--- src/hdl/middle_out_queue_top_assert.svh ---
// assertion macros for the middle-out queue
`ifndef MIDDLE_OUT_QUEUE_TOP_ASSERT_SVH
`define MIDDLE_OUT_QUEUE_TOP_ASSERT_SVH

// same-cycle implication, checked out of reset
`define MOQ_CHECK(lbl, clk, rstn, ante, cons, msg) \
    lbl: assert property (@(posedge clk) disable iff (!(rstn)) (ante) |-> (cons)) \
        else $error(msg);

// next-cycle implication, checked out of reset
`define MOQ_CHECK_NEXT(lbl, clk, rstn, ante, cons, msg) \
    lbl: assert property (@(posedge clk) disable iff (!(rstn)) (ante) |=> (cons)) \
        else $error(msg);

`endif

--- src/hdl/mdq_pkg.sv ---
`default_nettype none

package mdq_pkg;

    localparam int CAPACITY   = 16;
    localparam int HALF_DEPTH = (CAPACITY + 1) / 2;
    localparam int PTR_W      = (HALF_DEPTH > 1) ? $clog2(HALF_DEPTH) : 1;
    localparam int CNT_W      = $clog2(HALF_DEPTH + 1);
    localparam int SUM_W      = $clog2(2 * HALF_DEPTH + 1);
    localparam int IDX_W      = CNT_W + 1;
    localparam int DATA_W     = 32;
    localparam int COUNT_W    = 5;

    typedef enum logic [1:0] {
        OP_PUSH  = 2'd0,
        OP_POP   = 2'd1,
        OP_CLEAR = 2'd2
    } op_t;

    typedef enum logic [1:0] {
        ST_OK         = 2'd0,
        ST_POP_EMPTY  = 2'd1,
        ST_PUSH_FULL  = 2'd2
    } status_t;

    typedef struct packed {
        logic signed [DATA_W-1:0] value;
        status_t                  status;
        logic [COUNT_W-1:0]       count;
        logic                     has_middle;
    } result_t;

endpackage

`default_nettype wire

--- src/hdl/mdq_core.sv ---
`default_nettype none

module mdq_core (
    input  wire logic                                 aclk,
    input  wire logic                                 aresetn,
    input  wire logic                                 step,
    input  wire mdq_pkg::op_t                         op,
    input  wire logic signed [mdq_pkg::DATA_W-1:0]    push_value,
    output mdq_pkg::result_t                          result
);

    // front half: stack with the middle element on top
    logic signed [mdq_pkg::DATA_W-1:0] stack_reg [mdq_pkg::HALF_DEPTH];
    // back half: ring with the element after the middle at its head
    logic signed [mdq_pkg::DATA_W-1:0] ring_reg [mdq_pkg::HALF_DEPTH];

    logic [mdq_pkg::CNT_W-1:0] fc_reg, fc_next;
    logic [mdq_pkg::CNT_W-1:0] bc_reg, bc_next;
    logic [mdq_pkg::PTR_W-1:0] rh_reg, rh_next;

    logic [mdq_pkg::CNT_W-1:0] fc_m1;
    logic [mdq_pkg::CNT_W-1:0] bc_inc;
    logic [mdq_pkg::PTR_W-1:0] top_idx;
    logic [mdq_pkg::PTR_W-1:0] tail_idx;
    logic [mdq_pkg::PTR_W-1:0] rh_inc;
    logic [mdq_pkg::IDX_W-1:0] tail_sum;
    logic [mdq_pkg::IDX_W-1:0] tail_wrap;
    logic [mdq_pkg::SUM_W-1:0] total;
    logic [mdq_pkg::SUM_W-1:0] total_next;
    logic signed [mdq_pkg::DATA_W-1:0] top_val;
    logic signed [mdq_pkg::DATA_W-1:0] head_val;
    logic signed [mdq_pkg::DATA_W-1:0] moved_val;
    logic full;
    logic popped;
    logic moved_to_top;

    logic                              st_we;
    logic [mdq_pkg::PTR_W-1:0]         st_waddr;
    logic signed [mdq_pkg::DATA_W-1:0] st_wdata;
    logic                              rg_we;
    mdq_pkg::status_t                  status;

    assign fc_m1    = fc_reg - 1'b1;
    assign bc_inc   = bc_reg + 1'b1;
    assign top_idx  = mdq_pkg::PTR_W'(fc_m1);
    assign top_val  = stack_reg[top_idx];
    assign head_val = ring_reg[rh_reg];
    assign rh_inc   = (rh_reg == mdq_pkg::PTR_W'(mdq_pkg::HALF_DEPTH - 1))
                      ? '0 : rh_reg + 1'b1;

    // tail slot, ring_head + back_count wrapped once
    assign tail_sum  = mdq_pkg::IDX_W'(rh_reg) + mdq_pkg::IDX_W'(bc_reg);
    assign tail_wrap = (tail_sum >= mdq_pkg::IDX_W'(mdq_pkg::HALF_DEPTH))
                       ? tail_sum - mdq_pkg::IDX_W'(mdq_pkg::HALF_DEPTH) : tail_sum;
    assign tail_idx  = mdq_pkg::PTR_W'(tail_wrap);

    assign total = mdq_pkg::SUM_W'(fc_reg) + mdq_pkg::SUM_W'(bc_reg);
    assign full  = (total >= mdq_pkg::SUM_W'(mdq_pkg::CAPACITY))
                   || (bc_reg >= mdq_pkg::CNT_W'(mdq_pkg::HALF_DEPTH));

    always_comb begin
        fc_next      = fc_reg;
        bc_next      = bc_reg;
        rh_next      = rh_reg;
        st_we        = 1'b0;
        st_waddr     = top_idx;
        st_wdata     = head_val;
        rg_we        = 1'b0;
        status       = mdq_pkg::ST_OK;
        popped       = 1'b0;
        moved_to_top = 1'b0;
        moved_val    = head_val;
        unique case (op)
            mdq_pkg::OP_PUSH: begin
                if (full) begin
                    status = mdq_pkg::ST_PUSH_FULL;
                end else begin
                    rg_we = 1'b1;
                    if ((bc_inc > fc_reg) && (fc_reg < mdq_pkg::CNT_W'(mdq_pkg::HALF_DEPTH)))
                    begin
                        // with an empty ring the new value goes straight to the stack
                        st_we        = 1'b1;
                        st_waddr     = mdq_pkg::PTR_W'(fc_reg);
                        st_wdata     = (bc_reg == '0) ? push_value : head_val;
                        moved_to_top = 1'b1;
                        moved_val    = st_wdata;
                        fc_next      = fc_reg + 1'b1;
                        rh_next      = rh_inc;
                    end else begin
                        bc_next = bc_inc;
                    end
                end
            end
            mdq_pkg::OP_POP: begin
                if (fc_reg == '0) begin
                    status = mdq_pkg::ST_POP_EMPTY;
                end else begin
                    popped = 1'b1;
                    if ((bc_reg > fc_m1) && (bc_reg != '0)) begin
                        // ring head replaces the popped top
                        st_we   = 1'b1;
                        bc_next = bc_reg - 1'b1;
                        rh_next = rh_inc;
                    end else begin
                        fc_next = fc_m1;
                    end
                end
            end
            mdq_pkg::OP_CLEAR: begin
                fc_next = '0;
                bc_next = '0;
                rh_next = '0;
            end
            default: begin
            end
        endcase
    end

    assign total_next = mdq_pkg::SUM_W'(fc_next) + mdq_pkg::SUM_W'(bc_next);

    always_comb begin
        result.status     = status;
        result.count      = mdq_pkg::COUNT_W'(total_next);
        result.has_middle = (fc_next != '0);
        if (popped) begin
            result.value = top_val;
        end else if (fc_next == '0) begin
            result.value = '0;
        end else if (moved_to_top) begin
            result.value = moved_val;
        end else begin
            result.value = top_val;
        end
    end

    always_ff @(posedge aclk) begin
        if (!aresetn) begin
            fc_reg <= '0;
            bc_reg <= '0;
            rh_reg <= '0;
        end else if (step) begin
            fc_reg <= fc_next;
            bc_reg <= bc_next;
            rh_reg <= rh_next;
        end
    end

    always_ff @(posedge aclk) begin
        if (step && st_we) begin
            stack_reg[st_waddr] <= st_wdata;
        end
        if (step && rg_we) begin
            ring_reg[tail_idx] <= push_value;
        end
    end

endmodule

`default_nettype wire

--- src/hdl/middle_out_queue_top.sv ---
// channel   dir   bits  fields (lsb first)
// s_        in    40    op[1:0], push_value[33:2], zero pad [39:34]
// m_        out   40    value[31:0], status[33:32], count[38:34], has_middle[39]
//
// one beat per cycle sustained while the output is not stalled; a beat passes the input
// register, then the queue update into the result register
// the queue update for a beat is done in the cycle it leaves the input register
// aresetn (synchronous) empties the queue; storage contents are not cleared
// a stalled output holds its beat, and the input register can still take one more
`default_nettype none

`include "middle_out_queue_top_assert.svh"

module middle_out_queue_top (
    input  wire logic        aclk,
    input  wire logic        aresetn,
    input  wire logic        s_tvalid,
    output logic             s_tready,
    input  wire logic [39:0] s_tdata,   // op[1:0], push_value[33:2]
    output logic             m_tvalid,
    input  wire logic        m_tready,
    output logic [39:0]      m_tdata    // value, status, count, has_middle
);

    logic                               in_valid_reg;
    mdq_pkg::op_t                       op_reg;
    logic signed [mdq_pkg::DATA_W-1:0]  value_reg;
    logic                               out_valid_reg;
    mdq_pkg::result_t                   out_reg;
    mdq_pkg::result_t                   result;
    logic                               advance;
    logic                               step;

    assign advance  = !out_valid_reg || m_tready;
    assign step     = in_valid_reg && advance;
    assign s_tready = !in_valid_reg || advance;

    mdq_core u_core (
        .aclk       (aclk),
        .aresetn    (aresetn),
        .step       (step),
        .op         (op_reg),
        .push_value (value_reg),
        .result     (result)
    );

    always_ff @(posedge aclk) begin
        if (!aresetn) begin
            in_valid_reg  <= 1'b0;
            out_valid_reg <= 1'b0;
        end else begin
            if (s_tready) begin
                in_valid_reg <= s_tvalid;
            end
            if (advance) begin
                out_valid_reg <= in_valid_reg;
            end
        end
    end

    always_ff @(posedge aclk) begin
        if (s_tvalid && s_tready) begin
            op_reg    <= mdq_pkg::op_t'(s_tdata[1:0]);
            value_reg <= s_tdata[33:2];
        end
        if (step) begin
            out_reg <= result;
        end
    end

    assign m_tvalid = out_valid_reg;
    assign m_tdata  = {out_reg.has_middle, out_reg.count, out_reg.status, out_reg.value};

    `MOQ_CHECK(a_count_range, aclk, aresetn, m_tvalid,
        m_tdata[38:34] <= 5'(mdq_pkg::CAPACITY), "result count above capacity")
    `MOQ_CHECK(a_middle_flag, aclk, aresetn, m_tvalid,
        m_tdata[39] == (m_tdata[38:34] != 5'd0), "has_middle disagrees with count")
    `MOQ_CHECK(a_empty_pop, aclk, aresetn, m_tvalid && (out_reg.status == mdq_pkg::ST_POP_EMPTY),
        (m_tdata[38:34] == 5'd0) && (m_tdata[31:0] == 32'd0), "failed pop on nonempty queue")
    `MOQ_CHECK_NEXT(a_result_loads, aclk, aresetn, step,
        out_valid_reg, "processed beat did not reach the result register")

endmodule

`default_nettype wire

--- config.mk ---
export PLATFORM = sky130hd
export DESIGN_NAME = middle_out_queue_top
export DESIGN_NICKNAME = d
export VERILOG_FILES = /design/src/hdl/mdq_pkg.sv /design/src/hdl/mdq_core.sv /design/src/hdl/middle_out_queue_top.sv
export VERILOG_INCLUDE_DIRS = /design/src /design/src/hdl
export SDC_FILE = /design/constraint.sdc
export NUM_CORES = 1
export LEC_CHECK = 0
export BUFFER_PORTS_ARGS = -buffer_cell sky130_fd_sc_hd__buf_2
export CAP_MARGIN = 20
export CORE_MARGIN = 3
export CORE_UTILIZATION = 45
export CTS_CLUSTER_SIZE = 25
export DETAILED_ROUTE_END_ITERATION = 16
export PLACE_DENSITY = 0.69
export SLEW_MARGIN = 10
export SYNTH_ARGS = -nofsm -noshare
export SYNTH_HDL_FRONTEND = slang
export SYNTH_SLANG_ARGS = --single-unit
--- constraint.sdc ---
create_clock -name aclk -period 8.4 [get_ports aclk]
set_clock_uncertainty 0.15 [all_clocks]
set_input_delay 2.1 -clock aclk [delete_from_list [all_inputs] [get_ports aclk]]
set_output_delay 2.1 -clock aclk [all_outputs]
set_load 0.1 [all_outputs]
==> flow_summary.yaml, run 1 <==
synth:
  synth_seq_cells: 602
  syn_avg_cell_area_sq_um: 18.8
  ys.warnings.count: 0
  synth_area_leaders: "edfxtp_1 72%, mux4_2 12%, mux2i_1 2.7%"
  yosysTopAreaCell: "edfxtp_1"
  synth_area_sq_um: 24400
  synth_fp_nets: 1367
  ys_async_sr_fraction_pct: 0
  synth_seq_area_share_pct: 73.4
  synth_edf_count: 586
  yosys.area.top_type_share_pct: 72.1
  synthCells: 1298
  synthFlopType: "edfxtp_1"
  synth_cell_types: 62
die:
  floorplan.initialDensity_pct: 46.0
  io_pins: 86
  row_count: 84
  core-area_sq_um: 53100
  die_w_microns: 239
  die_area_sq_um: 57100
  die_h_microns: 239
sta:
  final.min_clock_period_ns: 5.64
  max_slew.worst_pin.slew_ns: 1.03
  setup-violations-final: 0
  drv_slew: 0
  finalSetupTns_ns: 0
  hold_viol_final: 0
  max_freq_mhz: 177
  rsz0062_at_grt: "no"
  timing.final.ws_setup_ns: 2.76
  timing.final.crit_share_pct: 67.1
  max_slew_margin_pct: 31.5
global_route:
  antenna_found_initial: 1
  grt_use_total_pct: 17.7
  grt_pass1_wl_microns: 75800
  grt_pass1_vias: 12300
  grt_max_degree: 69
  overflow: 0
final_layout:
  syn_to_final_growth_pct: 13.0
  final_cell_mix: "586 x edfxtp_1, 128 x mux4_2, 117 x nor2_1, 80 x a21oi_1, 79 x buf_2"
  drive_gt1_share_pct: 26.0
  diodes: 0
  nets: 1459
  fin_cells: 2125
  stdcell_area_sq_um: 27600
  fillers: 4114
  final_common_cell: "edfxtp_1"
clock_network:
  cts_root_buf: "clkbuf_16"
  htreeDepth: 2
  post_cts_resized: 0
  clk_latency_ns: 0.62
  cts_buffers: 58
  cts_tree: "yes"
  clock_path_buffers: 3
  cts_hold_buf: 0
  cts_num_sinks: 602
  postCtsSetupBuffers: 0
  clkTransAtPathRegs_ns: 0.06
power:
  power_frac_clock_pct: 40.7
  seqPwrFrac_pct: 53.7
  p_int_uw: 4920
  ir_drop_mv: 0.158
  p_switching_uw: 1390
  p_leak_uw: 0.00887
  p_sw_share_pct: 22.1
  power_density_nw_per_um2: 229
  power_uw: 6310
  combPwrFrac_pct: 5.7
route:
  dr.first_iter.drc_count: 1319
  routedWlPerCell_microns: 23.4
  vias: 12200
  routed_wl_microns: 49600
  routed_via_density: 5.74
  drt_pre_antenna_iters: 5
  drc: 0
  drtAntennaViolNets: 0
place:
  dp.cells: 2018
  hpwl_microns: 28100
  postPlaceCellArea_sq_um: 25700
  port_buffers: 79
  gp_congestion: 0.864
  post-place-ws_ns: 2.72
worst_hold_path:
  whs_path_depth: 2
  hold_path_class: "register to register"
worst_setup_path:
  worstSetupPathType: "register to register"
  required_ns: 8.50
  cp-start-kind: "register"
  endpoint_kind: "register"
  worstPathArrival_ns: 5.74
  r2r_slack_ns: 2.76
  reg2reg_depth: 14
  crit_fanout: 39
run:
  cap_violations: 0
run_status:
  status: "complete, no violations"
[power groups by stage]
stage               Sequential [uW]  Clock, uW  Combinational, uW
floorplan                      3510          0                194
global placement               3450          0                351
detailed placement             3450          0                358
CTS                            3390       2630                359
global route                   3390       2760                384
finish                         3390       2570                357
[stage by stage]
stage	hold WS, ns	util, %
6_report	0.371	52.0
5_1_grt	0.403	52.0
4_1_cts	0.371	52.0
3_5_place_dp	0.356	48.4
3_3_place_gp	0.342	48.4
2_1_floorplan	0.322	-
[kinds of logic (layout without fill, tap and decap cells)]
logic type	count (synthesis)	count (layout)	synth area share, %
buffers and inverters	89	228	1.54
flip-flops	602	602	73.4
AND/OR/NAND/NOR	211	211	3.97
AO/OA/AOI/OAI	166	166	4.86
XOR/XNOR	10	10	0.359
adder cells (fa/ha/maj)	25	25	1.34
multiplexers	195	195	14.6
[cell usage after synthesis (5+ instances only)]
cell	count
xnor2_1	7
nand2b_1	5
edfxtp_1	586
nor2b_1	10
dfxtp_1	16
o211ai_1	5
and2_1	6
nand3_1	9
buf_2	9
clkbuf_1	53
mux4_2	128
or4_1	7
a21oi_1	80
buf_1	7
inv_1	15
ha_1	23
nor2_1	122
a211oi_2	30
mux2i_1	65
nand2_1	24
nor3_1	9
o21ai_0	13
[final cells by class]
type | count | area (sq um) | share of cell area, %
Inverter | 16 | 60.1 | 0.218
Clock buffer | 69 | 1510 | 5.49
Sequential cell | 602 | 17900 | 65.0
Timing Repair Buffer | 105 | 591 | 2.14
Tap cell | 688 | 861 | 3.12
Multi-Input combinational cell | 607 | 6250 | 22.7
Clock inverter | 38 | 389 | 1.41
[final timing paths]
kind	startpoint	endpoint
min reg2reg	u_core.rh_reg[0]	register
max	u_core.fc_reg[0]	u_core.stack_reg[7][20]
min	u_core.rh_reg[0]	register
max reg2reg	u_core.fc_reg[0]	u_core.stack_reg[7][20]
[worst max-delay path, cell delays in order (launching register included)]
cell     delay (ns)
dfxtp_4        0.83
inv_1          0.29
ha_2           0.35
xor2_4         0.13
buf_4          0.59
inv_1          0.10
ha_1           0.31
nand4_1        0.12
nand2_2        0.07
a21oi_2        0.58
and2_0         0.46
mux2_2         0.23
nand3_1        0.31
nor2b_4        0.20
buf_4          0.50
[metal layers]
metal  part of all wire, %  track usage [%]
met4                   1.8             4.32
met1                    44             26.5
met5                     0                0
met3                   7.8             3.36
met2                    46             27.1
Power figures use the tool's default switching activity.
==> inputs of run 2 (changes only) <==
--- a/config.mk
+++ b/config.mk
@@ -12,7 +12,7 @@
 export CORE_UTILIZATION = 45
 export CTS_CLUSTER_SIZE = 25
 export DETAILED_ROUTE_END_ITERATION = 16
-export PLACE_DENSITY = 0.69
+export PLACE_DENSITY = 0.71
 export SLEW_MARGIN = 10
 export SYNTH_ARGS = -nofsm -noshare
 export SYNTH_HDL_FRONTEND = slang
==> constraint.sdc (replaced) <==
create_clock -name aclk -period 5 [get_ports aclk]
set_clock_uncertainty 0.15 [all_clocks]
set_input_delay 1.25 -clock aclk [delete_from_list [all_inputs] [get_ports aclk]]
set_output_delay 1.25 -clock aclk [all_outputs]
set_load 0.1 [all_outputs]
==> flow_summary.yaml, run 2 (synthesis results as in run 1) <==
run_status:
  status: "complete, no violations"
die:
  die_area_sq_um: 57100
  die_h_microns: 239
  core-area_sq_um: 53100
  floorplan.initialDensity_pct: 46.0
  row_count: 84
  io_pins: 86
  die_w_microns: 239
sta:
  drv_slew: 0
  setup-violations-final: 0
  rsz0062_at_grt: "no"
  max_freq_mhz: 246
  max_slew.worst_pin.slew_ns: 0.956
  hold_viol_final: 0
  max_slew_margin_pct: 36.2
  hold_ws_ns: 0.369
  finalSetupTns_ns: 0
  timing.final.crit_share_pct: 81.3
  final.min_clock_period_ns: 4.06
worst_setup_path:
  cp-start-kind: "register"
  worstPathArrival_ns: 4.23
  worstSetupPathType: "register to register"
  reg2reg_depth: 8
  endpoint_kind: "register"
  crit_fanout: 34
  r2r_slack_ns: 0.94
  required_ns: 5.16
final_layout:
  stdcell_area_sq_um: 27700
  syn_to_final_growth_pct: 13.6
  nets: 1470
  seq_area_sq_um: 17900
  fillers: 4085
  multi_input_area_sq_um: 6250
  drive_gt1_share_pct: 27.3
  final_common_cell: "edfxtp_1"
  diodes: 0
  final_cell_mix: "586 x edfxtp_1, 128 x mux4_2, 117 x nor2_1, 80 x a21oi_1, 79 x buf_2"
  fin_cells: 2137
route:
  drc: 0
  dr.first_iter.drc_count: 1332
  vias: 12200
  met3_length_microns: 2810
  drt_pre_antenna_iters: 5
  routed_via_density: 5.73
  routed_wl_microns: 50300
  routedWlPerCell_microns: 23.5
  wl_met2_microns: 24000
  highest_layer: "met4"
  met1Wirelength_microns: 22500
  drtAntennaViolNets: 0
clock_network:
  clock_path_buffers: 3
  cts_hold_buf: 0
  clk_latency_ns: 0.62
  post_cts_resized: 0
  cts_root_buf: "clkbuf_16"
  cts_tree: "yes"
  postCtsSetupBuffers: 0
  clkTransAtPathRegs_ns: 0.06
  htreeDepth: 2
  cts_buffers: 58
  cts_num_sinks: 602
global_route:
  grt_max_degree: 66
  antenna_found_initial: 0
  grt_pass1_wl_microns: 76400
  grt_pass1_vias: 12400
  grt_use_total_pct: 17.8
  overflow: 0
place:
  hpwl_microns: 29400
  dp.cells: 2029
  postPlaceCellArea_sq_um: 25900
  port_buffers: 79
  gp_congestion: 0.862
power:
  ir_drop_mv: 0.246
  power_density_nw_per_um2: 380
  p_leak_uw: 0.00897
  power_uw: 10600
run:
  cap_violations: 0
worst_hold_path:
  whs_path_depth: 2
  hold_path_class: "register to register"
run 2: cell type report:
type                    count  share of cell area (%)
repair buffers            116                    2.88
inverters                  16                   0.216
well taps                 688                    3.10
flip-flops and latches    602                    64.6
clock inverters            43                    1.34
clock buffers              65                    5.33
multi-input cells         607                    22.5
run 2: through the flow:
step                      utilization, %  setup slack (ns)
final                               52.3             0.936
after global routing                52.3             0.667
after CTS                           52.3              1.02
after detailed placement            48.8              1.05
after global placement              48.8              1.03
after floorplan                        -            -0.283
run 2: where the power goes:
part / internal (uW) / switching, uW / leakage [uW]
logic: 173 / 442 / 0.00260
clock network: 2400 / 1850 / 0.000920
registers: 5620 / 67.2 / 0.00545
run 2: critical path: stages (launching register included):
cell      delay, ns
dfxtp_1        0.67
inv_1          0.28
ha_1           0.39
nand4_1        0.16
o211a_1        0.25
and3_1         0.43
nand2b_2       0.45
buf_12         0.32
a21oi_1        0.63
run 2: routing by layer:
layer,GRT usage (%),vias up
met5,0,-
met4,4.43,0
met1,25.8,6321
li1,-,5466
met3,2.86,67
met2,28.4,391
run 2: final timing paths:
| check | from | end |
|---|---|---|
| hold / removal | in_valid_reg | m_tvalid |
| hold reg to reg | in_valid_reg | m_tvalid |
| setup / recovery | u_core.fc_reg[2] | u_core.stack_reg[6][14] |
| setup reg to reg | u_core.fc_reg[2] | u_core.stack_reg[6][14] |
